$ cat config.mk
export PLATFORM = sky130hd
export DESIGN_NAME = devicetree_source_tokenizer
export DESIGN_NICKNAME = d
export VERILOG_FILES = /design/src/rtl/dts_lex_pkg.sv /design/src/rtl/devicetree_source_tokenizer.sv /design/src/rtl/dts_lex_step.sv /design/src/rtl/dts_lex_queue.sv
export SDC_FILE = /design/constraint.sdc
export NUM_CORES = 2
export LEC_CHECK = 0
export ABC_CLOCK_PERIOD_IN_PS = 56700
export BUFFER_PORTS_ARGS = -buffer_cell sky130_fd_sc_hd__buf_2
export CAP_MARGIN = 40
export CORE_MARGIN = 1.5
export CORE_UTILIZATION = 35
export CTS_CLUSTER_DIAMETER = 40
export CTS_CLUSTER_SIZE = 28
export DETAILED_ROUTE_END_ITERATION = 8
export PLACE_DENSITY = 0.53
export SKIP_LAST_GASP = 1
export SLEW_MARGIN = 15
export SYNTH_ARGS = -nofsm -noshare
export SYNTH_HDL_FRONTEND = slang
export SYNTH_HIERARCHICAL = 1
export SYNTH_SLANG_ARGS = --single-unit
export TNS_END_PERCENT = 100
$ cat constraint.sdc
create_clock -name clk -period 56.7 [get_ports clk]
set_input_delay 0 -clock clk [delete_from_list [all_inputs] [get_ports clk]]
set_output_delay 0 -clock clk [all_outputs]
set_load 0.01 [all_outputs]
$ cat src/rtl/dts_lex_pkg.sv
package dts_lex_pkg;

  localparam int TEXT_LIMIT = 64;
  localparam int LEN_W = $clog2(TEXT_LIMIT);
  localparam int MAX_RES = 4;

  localparam logic [3:0] MODE_START = 4'd0;
  localparam logic [3:0] MODE_SLASH = 4'd1;
  localparam logic [3:0] MODE_LINE = 4'd2;
  localparam logic [3:0] MODE_BLOCK = 4'd3;
  localparam logic [3:0] MODE_STAR = 4'd4;
  localparam logic [3:0] MODE_IDENT = 4'd5;
  localparam logic [3:0] MODE_NUMBER = 4'd6;
  localparam logic [3:0] MODE_STRING = 4'd7;
  localparam logic [3:0] MODE_ESCAPE = 4'd8;

  localparam logic [1:0] BASE_DEC = 2'd0;
  localparam logic [1:0] BASE_OCT = 2'd1;
  localparam logic [1:0] BASE_HEX = 2'd2;

  localparam logic [4:0] T_END = 5'd0;
  localparam logic [4:0] T_IDENT = 5'd1;
  localparam logic [4:0] T_STRING = 5'd2;
  localparam logic [4:0] T_NUMBER = 5'd3;
  localparam logic [4:0] T_PUNCT0 = 5'd4;
  localparam logic [4:0] T_SLASH = 5'd14;
  localparam logic [4:0] T_ERROR = 5'd18;

  localparam logic KIND_TEXT = 1'b0;
  localparam logic KIND_END = 1'b1;

  localparam logic ACT_BYTE = 1'b0;
  localparam logic ACT_EOF = 1'b1;

  typedef struct packed {
    logic              kind;
    logic [7:0]        text;
    logic [4:0]        ttype;
    logic [23:0]       line;
    logic [15:0]       column;
    logic [63:0]       value;
    logic [5:0]        length;
    logic              last;
  } dts_res_t;

  typedef struct packed {
    dts_res_t [MAX_RES-1:0] res;
    logic [2:0]             count;
  } dts_bundle_t;

  typedef struct packed {
    logic [3:0]       mode;
    logic [23:0]      line_count;
    logic [15:0]      column_count;
    logic [23:0]      tok_line;
    logic [15:0]      tok_col;
    logic [LEN_W-1:0] klen;
    logic [63:0]      acc;
    logic [1:0]       base;
    logic             stopped;
  } dts_state_t;

  localparam dts_state_t RESET_STATE = '{
    mode: MODE_START, line_count: 24'd1, column_count: 16'd0,
    tok_line: 24'd1, tok_col: 16'd0, klen: '0, acc: 64'd0,
    base: BASE_DEC, stopped: 1'b0
  };

  // Digit value of a hex digit, 16 for anything else.
  function automatic logic [4:0] digit_value(input logic [7:0] c);
    logic [4:0] d;
    d = 5'd16;
    if (c >= "0" && c <= "9") d = 5'(c - "0");
    else if (c >= "a" && c <= "f") d = 5'(c - "a" + 8'd10);
    else if (c >= "A" && c <= "F") d = 5'(c - "A" + 8'd10);
    return d;
  endfunction

  function automatic logic is_alpha(input logic [7:0] c);
    return (c >= "a" && c <= "z") || (c >= "A" && c <= "Z");
  endfunction

  function automatic logic is_digit(input logic [7:0] c);
    return c >= "0" && c <= "9";
  endfunction

  function automatic logic is_space(input logic [7:0] c);
    return c == " " || (c >= 8'd9 && c <= 8'd13);
  endfunction

  // Token type of a single-character token, T_END when the byte is none.
  function automatic logic [4:0] punct_type(input logic [7:0] c);
    logic [4:0] t;
    case (c)
      "{": t = T_PUNCT0;
      "}": t = T_PUNCT0 + 5'd1;
      "<": t = T_PUNCT0 + 5'd2;
      ">": t = T_PUNCT0 + 5'd3;
      "[": t = T_PUNCT0 + 5'd4;
      "]": t = T_PUNCT0 + 5'd5;
      ";": t = T_PUNCT0 + 5'd6;
      "=": t = T_PUNCT0 + 5'd7;
      ",": t = T_PUNCT0 + 5'd8;
      "@": t = T_PUNCT0 + 5'd9;
      "/": t = T_SLASH;
      "&": t = T_PUNCT0 + 5'd11;
      "#": t = T_PUNCT0 + 5'd12;
      ":": t = T_PUNCT0 + 5'd13;
      default: t = T_END;
    endcase
    return t;
  endfunction

  function automatic dts_res_t make_res(input logic kind, input logic [7:0] text,
                                        input logic [4:0] ttype, input dts_state_t s,
                                        input logic [63:0] value);
    dts_res_t r;
    logic [8:0] kx;
    kx = 9'(s.klen);
    r.kind = kind;
    r.text = text;
    r.ttype = ttype;
    r.line = s.tok_line;
    r.column = s.tok_col;
    r.value = value;
    r.length = (kx > 9'd63) ? 6'd63 : kx[5:0];
    r.last = 1'b0;
    return r;
  endfunction

endpackage

$ cat src/rtl/devicetree_source_tokenizer.sv
// Each accepted byte is lexed combinationally; its results (up to four) are
// buffered and delivered in order, one transfer per cycle while m_tready is high.
// Throughput: one byte per cycle while the output keeps up; two bundles of
// results are buffered, and bytes wait only while both are occupied.
// Reset (rst, synchronous) returns the lexer to its start state at line 1,
// column 0, and empties the result buffer.
module devicetree_source_tokenizer (
  input  logic         clk,
  input  logic         rst,
  input  logic         s_tvalid,
  output logic         s_tready,
  input  logic [7:0]   s_tdata,   // byte_req
  input  logic         s_tuser,   // action
  output logic         m_tvalid,
  input  logic         m_tready,
  output logic [127:0] m_tdata,   // text_byte, token_type, line, column, number_value,
                                  // text_length, zero fill
  output logic         m_tuser,   // kind
  output logic         m_tlast    // last
);

  dts_lex_pkg::dts_state_t  state;
  dts_lex_pkg::dts_state_t  state_next;
  dts_lex_pkg::dts_bundle_t bundle;
  dts_lex_pkg::dts_res_t    res;
  logic                     space;
  logic                     accept;

  assign s_tready = space;
  assign accept = s_tvalid && s_tready;

  dts_lex_step u_step (
    .cur    (state),
    .action (s_tuser),
    .c      (s_tdata),
    .nxt    (state_next),
    .bundle (bundle)
  );

  always_ff @(posedge clk) begin
    if (rst) begin
      state <= dts_lex_pkg::RESET_STATE;
    end else if (accept) begin
      state <= state_next;
    end
  end

  dts_lex_queue u_queue (
    .clk         (clk),
    .rst         (rst),
    .push        (accept && bundle.count != 3'd0),
    .push_bundle (bundle),
    .space       (space),
    .out_valid   (m_tvalid),
    .out_ready   (m_tready),
    .out_res     (res)
  );

  assign m_tdata = {5'd0, res.length, res.value, res.column, res.line, res.ttype, res.text};
  assign m_tuser = res.kind;
  assign m_tlast = res.last;

endmodule

$ cat src/rtl/dts_lex_step.sv
module dts_lex_step (
  input  dts_lex_pkg::dts_state_t  cur,
  input  logic                     action,
  input  logic [7:0]               c,
  output dts_lex_pkg::dts_state_t  nxt,
  output dts_lex_pkg::dts_bundle_t bundle
);

  always_comb begin
    dts_lex_pkg::dts_state_t s;
    dts_lex_pkg::dts_res_t [dts_lex_pkg::MAX_RES-1:0] res;
    logic [2:0]  cnt;
    logic        do_start;
    logic [4:0]  pt;
    logic [4:0]  d;
    logic [4:0]  radix;
    logic [67:0] prod;
    logic        kept;

    s = cur;
    res = '0;
    cnt = 3'd0;
    do_start = 1'b0;
    pt = dts_lex_pkg::T_END;
    d = 5'd0;
    radix = 5'd10;
    prod = '0;
    kept = 1'b0;

    if (action == dts_lex_pkg::ACT_EOF) begin
      case (s.mode)
        dts_lex_pkg::MODE_IDENT: begin
          res[cnt[1:0]] = dts_lex_pkg::make_res(dts_lex_pkg::KIND_END, 8'd0,
                                                dts_lex_pkg::T_IDENT, s, 64'd0);
          cnt = cnt + 3'd1;
        end
        dts_lex_pkg::MODE_NUMBER: begin
          res[cnt[1:0]] = dts_lex_pkg::make_res(dts_lex_pkg::KIND_END, 8'd0,
                                                dts_lex_pkg::T_NUMBER, s, s.acc);
          cnt = cnt + 3'd1;
        end
        dts_lex_pkg::MODE_STRING, dts_lex_pkg::MODE_ESCAPE: begin
          res[cnt[1:0]] = dts_lex_pkg::make_res(dts_lex_pkg::KIND_END, 8'd0,
                                                dts_lex_pkg::T_STRING, s, 64'd0);
          cnt = cnt + 3'd1;
        end
        dts_lex_pkg::MODE_SLASH: begin
          if (32'(s.klen) < dts_lex_pkg::TEXT_LIMIT - 1) begin
            s.klen = s.klen + 1'b1;
            res[cnt[1:0]] = dts_lex_pkg::make_res(dts_lex_pkg::KIND_TEXT, "/",
                                                  dts_lex_pkg::T_SLASH, s, 64'd0);
            cnt = cnt + 3'd1;
          end
          res[cnt[1:0]] = dts_lex_pkg::make_res(dts_lex_pkg::KIND_END, 8'd0,
                                                dts_lex_pkg::T_SLASH, s, 64'd0);
          cnt = cnt + 3'd1;
        end
        default: begin
        end
      endcase
      s.tok_line = s.line_count;
      s.tok_col = (s.column_count == 16'hFFFF) ? 16'hFFFF : s.column_count + 16'd1;
      s.klen = '0;
      res[cnt[1:0]] = dts_lex_pkg::make_res(dts_lex_pkg::KIND_END, 8'd0,
                                            dts_lex_pkg::T_END, s, 64'd0);
      cnt = cnt + 3'd1;
      s = dts_lex_pkg::RESET_STATE;
    end else begin
      if (c == 8'h0A) begin
        if (s.line_count != 24'hFFFFFF) s.line_count = s.line_count + 24'd1;
        s.column_count = 16'd0;
      end else if (s.column_count != 16'hFFFF) begin
        s.column_count = s.column_count + 16'd1;
      end

      case (s.mode)
        dts_lex_pkg::MODE_SLASH: begin
          if (c == "/") begin
            s.mode = dts_lex_pkg::MODE_LINE;
          end else if (c == "*") begin
            s.mode = dts_lex_pkg::MODE_BLOCK;
          end else begin
            if (32'(s.klen) < dts_lex_pkg::TEXT_LIMIT - 1) begin
              s.klen = s.klen + 1'b1;
              res[cnt[1:0]] = dts_lex_pkg::make_res(dts_lex_pkg::KIND_TEXT, "/",
                                                    dts_lex_pkg::T_SLASH, s, 64'd0);
              cnt = cnt + 3'd1;
            end
            res[cnt[1:0]] = dts_lex_pkg::make_res(dts_lex_pkg::KIND_END, 8'd0,
                                                  dts_lex_pkg::T_SLASH, s, 64'd0);
            cnt = cnt + 3'd1;
            do_start = 1'b1;
          end
        end
        dts_lex_pkg::MODE_LINE: begin
          if (c == 8'h0A) s.mode = dts_lex_pkg::MODE_START;
        end
        dts_lex_pkg::MODE_BLOCK: begin
          if (c == "*") s.mode = dts_lex_pkg::MODE_STAR;
        end
        dts_lex_pkg::MODE_STAR: begin
          if (c == "/") s.mode = dts_lex_pkg::MODE_START;
          else if (c != "*") s.mode = dts_lex_pkg::MODE_BLOCK;
        end
        dts_lex_pkg::MODE_IDENT: begin
          if (dts_lex_pkg::is_alpha(c) || dts_lex_pkg::is_digit(c) || c == "-" ||
              c == "_" || c == "," || c == ".") begin
            if (32'(s.klen) < dts_lex_pkg::TEXT_LIMIT - 1) begin
              s.klen = s.klen + 1'b1;
              res[cnt[1:0]] = dts_lex_pkg::make_res(dts_lex_pkg::KIND_TEXT, c,
                                                    dts_lex_pkg::T_IDENT, s, 64'd0);
              cnt = cnt + 3'd1;
            end
          end else begin
            res[cnt[1:0]] = dts_lex_pkg::make_res(dts_lex_pkg::KIND_END, 8'd0,
                                                  dts_lex_pkg::T_IDENT, s, 64'd0);
            cnt = cnt + 3'd1;
            do_start = 1'b1;
          end
        end
        dts_lex_pkg::MODE_NUMBER: begin
          d = dts_lex_pkg::digit_value(c);
          if (d < 5'd16 || c == "x" || c == "X") begin
            if (32'(s.klen) < dts_lex_pkg::TEXT_LIMIT - 1) begin
              s.klen = s.klen + 1'b1;
              res[cnt[1:0]] = dts_lex_pkg::make_res(dts_lex_pkg::KIND_TEXT, c,
                                                    dts_lex_pkg::T_NUMBER, s, 64'd0);
              cnt = cnt + 3'd1;
              kept = 1'b1;
            end
            if (kept && !s.stopped) begin
              if (s.base == dts_lex_pkg::BASE_OCT && 32'(s.klen) == 2 &&
                  (c == "x" || c == "X")) begin
                s.base = dts_lex_pkg::BASE_HEX;
              end else begin
                radix = (s.base == dts_lex_pkg::BASE_HEX) ? 5'd16 :
                        ((s.base == dts_lex_pkg::BASE_OCT) ? 5'd8 : 5'd10);
                if (d >= radix) begin
                  s.stopped = 1'b1;
                end else begin
                  if (s.base == dts_lex_pkg::BASE_HEX)
                    prod = {s.acc, 4'b0};
                  else if (s.base == dts_lex_pkg::BASE_OCT)
                    prod = {1'b0, s.acc, 3'b0};
                  else
                    prod = {1'b0, s.acc, 3'b0} + {3'b0, s.acc, 1'b0};
                  prod = prod + 68'(d);
                  // Anything past 64 bits means the value no longer fits.
                  s.acc = (prod[67:64] != 4'd0) ? '1 : prod[63:0];
                end
              end
            end
          end else begin
            res[cnt[1:0]] = dts_lex_pkg::make_res(dts_lex_pkg::KIND_END, 8'd0,
                                                  dts_lex_pkg::T_NUMBER, s, s.acc);
            cnt = cnt + 3'd1;
            do_start = 1'b1;
          end
        end
        dts_lex_pkg::MODE_STRING: begin
          if (c == "\"") begin
            res[cnt[1:0]] = dts_lex_pkg::make_res(dts_lex_pkg::KIND_END, 8'd0,
                                                  dts_lex_pkg::T_STRING, s, 64'd0);
            cnt = cnt + 3'd1;
            s.mode = dts_lex_pkg::MODE_START;
          end else begin
            if (32'(s.klen) < dts_lex_pkg::TEXT_LIMIT - 1) begin
              s.klen = s.klen + 1'b1;
              res[cnt[1:0]] = dts_lex_pkg::make_res(dts_lex_pkg::KIND_TEXT, c,
                                                    dts_lex_pkg::T_STRING, s, 64'd0);
              cnt = cnt + 3'd1;
            end
            if (c == "\\") s.mode = dts_lex_pkg::MODE_ESCAPE;
          end
        end
        dts_lex_pkg::MODE_ESCAPE: begin
          if (32'(s.klen) < dts_lex_pkg::TEXT_LIMIT - 1) begin
            s.klen = s.klen + 1'b1;
            res[cnt[1:0]] = dts_lex_pkg::make_res(dts_lex_pkg::KIND_TEXT, c,
                                                  dts_lex_pkg::T_STRING, s, 64'd0);
            cnt = cnt + 3'd1;
          end
          s.mode = dts_lex_pkg::MODE_STRING;
        end
        default: begin
          do_start = 1'b1;
        end
      endcase

      // A byte that is not white space opens a new token, possibly right after closing the last one.
      if (do_start) begin
        s.mode = dts_lex_pkg::MODE_START;
        pt = dts_lex_pkg::punct_type(c);
        if (!dts_lex_pkg::is_space(c)) begin
          s.tok_line = s.line_count;
          s.tok_col = s.column_count;
          s.klen = '0;
          s.acc = 64'd0;
          s.base = dts_lex_pkg::BASE_DEC;
          s.stopped = 1'b0;
          if (c == "/") begin
            s.mode = dts_lex_pkg::MODE_SLASH;
          end else if (pt != dts_lex_pkg::T_END) begin
            s.klen = s.klen + 1'b1;
            res[cnt[1:0]] = dts_lex_pkg::make_res(dts_lex_pkg::KIND_TEXT, c, pt, s, 64'd0);
            cnt = cnt + 3'd1;
            res[cnt[1:0]] = dts_lex_pkg::make_res(dts_lex_pkg::KIND_END, 8'd0, pt, s, 64'd0);
            cnt = cnt + 3'd1;
          end else if (c == "\"") begin
            s.mode = dts_lex_pkg::MODE_STRING;
          end else if (dts_lex_pkg::is_digit(c)) begin
            s.base = (c == "0") ? dts_lex_pkg::BASE_OCT : dts_lex_pkg::BASE_DEC;
            s.acc = 64'(c - "0");
            s.klen = s.klen + 1'b1;
            res[cnt[1:0]] = dts_lex_pkg::make_res(dts_lex_pkg::KIND_TEXT, c,
                                                  dts_lex_pkg::T_NUMBER, s, 64'd0);
            cnt = cnt + 3'd1;
            s.mode = dts_lex_pkg::MODE_NUMBER;
          end else if (dts_lex_pkg::is_alpha(c) || c == "_") begin
            s.klen = s.klen + 1'b1;
            res[cnt[1:0]] = dts_lex_pkg::make_res(dts_lex_pkg::KIND_TEXT, c,
                                                  dts_lex_pkg::T_IDENT, s, 64'd0);
            cnt = cnt + 3'd1;
            s.mode = dts_lex_pkg::MODE_IDENT;
          end else begin
            s.klen = s.klen + 1'b1;
            res[cnt[1:0]] = dts_lex_pkg::make_res(dts_lex_pkg::KIND_TEXT, c,
                                                  dts_lex_pkg::T_ERROR, s, 64'd0);
            cnt = cnt + 3'd1;
            res[cnt[1:0]] = dts_lex_pkg::make_res(dts_lex_pkg::KIND_END, 8'd0,
                                                  dts_lex_pkg::T_ERROR, s, 64'd0);
            cnt = cnt + 3'd1;
          end
        end
      end
    end

    if (cnt != 3'd0) res[2'(cnt - 3'd1)].last = 1'b1;
    nxt = s;
    bundle.res = res;
    bundle.count = cnt;
  end

endmodule

$ cat src/rtl/dts_lex_queue.sv
module dts_lex_queue (
  input  logic                     clk,
  input  logic                     rst,
  input  logic                     push,
  input  dts_lex_pkg::dts_bundle_t push_bundle,
  output logic                     space,
  output logic                     out_valid,
  input  logic                     out_ready,
  output dts_lex_pkg::dts_res_t    out_res
);

  dts_lex_pkg::dts_bundle_t slots [2];
  logic       wr_ptr;
  logic       rd_ptr;
  logic [1:0] occ;
  logic [1:0] idx;
  logic       pop_item;
  logic       pop_bundle;

  assign space = (occ != 2'd2);
  assign out_valid = (occ != 2'd0);
  assign out_res = slots[rd_ptr].res[idx];
  assign pop_item = out_valid && out_ready;
  assign pop_bundle = pop_item && (3'(idx) + 3'd1 == slots[rd_ptr].count);

  always_ff @(posedge clk) begin
    if (push) slots[wr_ptr] <= push_bundle;
  end

  always_ff @(posedge clk) begin
    if (rst) begin
      wr_ptr <= 1'b0;
      rd_ptr <= 1'b0;
      occ <= 2'd0;
      idx <= 2'd0;
    end else begin
      if (push) wr_ptr <= ~wr_ptr;
      if (pop_bundle) begin
        rd_ptr <= ~rd_ptr;
        idx <= 2'd0;
      end else if (pop_item) begin
        idx <= idx + 2'd1;
      end
      occ <= occ + {1'b0, push} - {1'b0, pop_bundle};
    end
  end

endmodule
==> flow_summary.json <==
{
  "status": "complete, no violations",
  "postSynth.asyncResetShare_pct": 0,
  "cts-buffers-inserted": 174,
  "path_max_fanout": 61,
  "die_area_sq_um": 188000,
  "irDropWorstVdd_v": 0.0000234,
  "report.final.setup_viol": 0,
  "fin_setup_tns_ns": 0,
  "cp.required_ns": 57.15,
  "design_area_sq_um": 73800,
  "route.vias.total": 46100,
  "synth_flop_cell": "edfxtp_1",
  "clk_latency_ns": 0.84,
  "syn-cell-area_sq_um": 64700,
  "p_int_w": 0.00185,
  "globalRouteOverflowTotal": 0,
  "cts.htree.levels": 4,
  "drtAntennaViolNets": 0,
  "post_route_cells_drive_above_1_share_pct": 19.8,
  "dr.first_iter.drc_count": 4459,
  "timing.max_slew.rel_slack_pct": 29.5,
  "switch_pwr_w": 0.000687,
  "setup.worst_path.end_class": "flip-flop",
  "grt_pass1_wl_mm": 290,
  "first_global_vias": 44700,
  "flow.area_growth_from_synthesis_pct": 14.1,
  "cts_root_buffer": "clkbuf_16",
  "drt-vias-per-instance": 5.61,
  "critPathArrivalTime_ns": 9.11,
  "detailed_place.area_sq_um": 67300,
  "synth_compound_gate_area_share_pct": 15.4,
  "ys.warnings.count": 6,
  "cts.sink_count": 1170,
  "power.share.sequential_pct": 41.3,
  "final_weighted_congestion_of_routability_driven_global_placement": 0.940,
  "port_buffers": 139,
  "yosys.area_share.simple_pct": 11.6,
  "core.rowCount": 157,
  "grt_start_max_net_pins": 222,
  "cts_post_setup_buffers_inserted": 0,
  "routedWlPerCell_um": 23.4,
  "final_hold_viols": 0,
  "hp-class": "primary input to flip-flop",
  "combPwrFrac_pct": 14.1,
  "achievable-frequency_mhz": 116,
  "layout_commonest_cell": "edfxtp_1",
  "drtPass1Iterations": 7,
  "dpl.hpwl_mm": 126,
  "cap_violations": 0,
  "die_w_um": 433,
  "muxShareOfSynthArea_pct": 11.5,
  "chipHeight_um": 433,
  "setup.worst_path.start_class": "primary input",
  "share_of_power_burned_in_the_clock_network_pct": 44.5,
  "rsz0062_at_grt": "no",
  "globalRouteTotalUtil_pct": 20.2,
  "skew_ns": 0.0568,
  "clk_path_buf_depth": 3,
  "post_synth_inst_count": 5541,
  "hold_slack_ns": 0.153,
  "layout.cells.most_common_list": "edfxtp_1, nand2_1, a21oi_1, nor2_1, o21ai_0",
  "clock_slew_at_reported_path_ffs_ns": 0.06,
  "final.min_clock_period_ns": 8.66,
  "sequential_to_total_area_share_from_yosys_stat_pct": 51.7,
  "postSynthRegisterBits": 1170,
  "cts_tree": "done",
  "timing_worst_slew_pin_value_ns": 1.06,
  "synth-edff-count": 1006,
  "sw_frac_of_total_pct": 27.1,
  "final_min_period_over_clock_period_pct": 15.3,
  "synthDistinctLibCells": 105,
  "grt_antenna_before_repair": 5,
  "combinational_family_with_the_most_area_after_synthesis": "compound AO/OA/AOI/OAI gates",
  "powerDensity_nw_per_um2": 34.4,
  "yosys.area_share.xor_xnor_pct": 1.88,
  "final-max-slew-violation-count": 0,
  "finish.net_count": 5702,
  "design.core.area_sq_um": 183000,
  "synthesis.area_per_instance_sq_um": 11.7,
  "power_leakage_nw": 24.6,
  "synth-adder-area-share_pct": 1.99,
  "ios": 145,
  "critPathMaxStageDelay_ns": 0.76,
  "floorplan.initialDensity_pct": 35.3,
  "routed_wirelength_mm": 192,
  "drc_errors": 0,
  "timing_worst_setup_path_type": "primary input to flip-flop",
  "critical_path.slowest_cell": "buf_4"
}
==> registers in the layout (all words and copies together) (netlist names), named ones only <==
signal / count
u_queue/rd_ptr: 1
u_queue/idx: 2
state: 157
u_queue/occ: 2
u_queue/slots: 1006
u_queue/wr_ptr: 1
==> logic make-up after synthesis <==
| logic type | count (synthesis) |
|---|---|
| compound gates | 1472 |
| xor+xnor | 139 |
| fa+ha+maj | 102 |
| buf+inv | 674 |
| flops | 1170 |
| mux | 415 |
| other cells | 2 |
| simple gates | 1567 |
==> path summary, 6_finish.rpt <==
| kind | startpoint | cells past startpoint | slack [ns] | endpoint |
|---|---|---|---|---|
| hold reg to reg | u_queue/rd_ptr | 2 | 0.60 | u_queue/rd_ptr |
| setup / recovery | s_tdata[6] | 26 | 48.04 | u_queue/slots[0][46] |
| setup reg to reg | state[67] | 21 | 48.34 | u_queue/slots[0][46] |
| hold / removal | rst | 3 | 0.15 | u_queue/wr_ptr |
==> worst max-delay path, delay by kind of cell <==
| family | cells | cell delay [ns] |
|---|---|---|
| AND/OR/NAND/NOR | 10 | 3.15 |
| adder cells (fa/ha/maj) | 1 | 0.62 |
| buffers and inverters | 9 | 3.70 |
| AO/OA/AOI/OAI | 6 | 1.46 |
==> metal layers <==
| metal | GRT usage [%] | routed length, um | vias up |
|---|---|---|---|
| met1 | 30.1 | 90500 | 23200 |
| met5 | 0 | 0 | - |
| li1 | - | - | 20900 |
| met3 | 3.34 | 13100 | 284 |
| met4 | 5.78 | 4270 | 0 |
| met2 | 30.0 | 83800 | 1610 |
==> synth_stat cells (23+ instances only) <==
cell type	instances	share of area [%]
a21o_1	41	0.48
a21bo_1	125	1.9
buf_4	211	2.4
a221o_1	29	0.45
nand2b_1	35	0.34
nor2_1	392	2.3
nand4_1	40	0.39
nor3_1	108	0.84
o21ai_1	24	0.19
a22oi_1	63	0.73
a21oi_2	76	1.0
clkbuf_1	244	1.4
buf_2	82	0.63
o21ai_0	308	2.4
inv_1	61	0.35
buf_1	28	0.16
mux2i_1	29	0.45
nand3_1	251	1.9
a31oi_1	42	0.41
a21oi_1	406	3.1
nor2b_1	30	0.29
nand2_1	444	2.6
mux2_2	134	2.3
a211oi_1	56	0.65
dfxtp_1	164	5.1
and2_1	79	0.76
xnor2_1	80	1.1
o22ai_1	33	0.32
buf_6	41	0.71
xor2_1	59	0.80
edfxtp_1	1006	47
and3_1	42	0.41
a21bo_2	31	0.48
mux4_2	250	8.7
ha_1	100	1.9
o221ai_1	24	0.32
o211ai_1	23	0.27
==> per-stage QoR <==
| step | cells | total power (W) | worst slack [ns] | utilization (%) |
|---|---|---|---|---|
| floorplan | 5746 | 0.00137 | 29.08 | - |
| global placement | 7825 | 0.00142 | 47.51 | 36.3 |
| detailed placement | 7856 | 0.00143 | 47.78 | 36.7 |
| CTS | 8199 | 0.00257 | 48.06 | 40.2 |
| global route | 8205 | 0.00264 | 47.62 | 40.2 |
| finish | 8206 | 0.00254 | 48.04 | 40.2 |
==> power by group through the flow <==
stage | registers [W] | logic, W | clock network (W)
final | 0.00105 | 0.000359 | 0.00113
after global routing | 0.00106 | 0.000389 | 0.00119
after CTS | 0.00105 | 0.000365 | 0.00116
after detailed placement | 0.00107 | 0.000363 | 0
after global placement | 0.00107 | 0.000347 | 0
after floorplan | 0.00113 | 0.000244 | 0
==> repair_timing <==
item	CTS	global route
gates resized for setup	0	0
hold buffers	14	0
hold endpoints to repair	213	0
==> area by class of cell <==
| type | count | area, sq um |
|---|---|---|
| antenna | 2 | 5.00 |
| timing repair buffer | 277 | 2360 |
| sequential | 1170 | 33500 |
| multi-input combinational | 3902 | 28300 |
| inverter | 62 | 233 |
| fill | 17400 | 110000 |
| clock inverter | 132 | 1800 |
| clock buffer | 197 | 4520 |
| tap | 2464 | 3080 |
No activity file was read; power rests on OpenSTA's default activity.
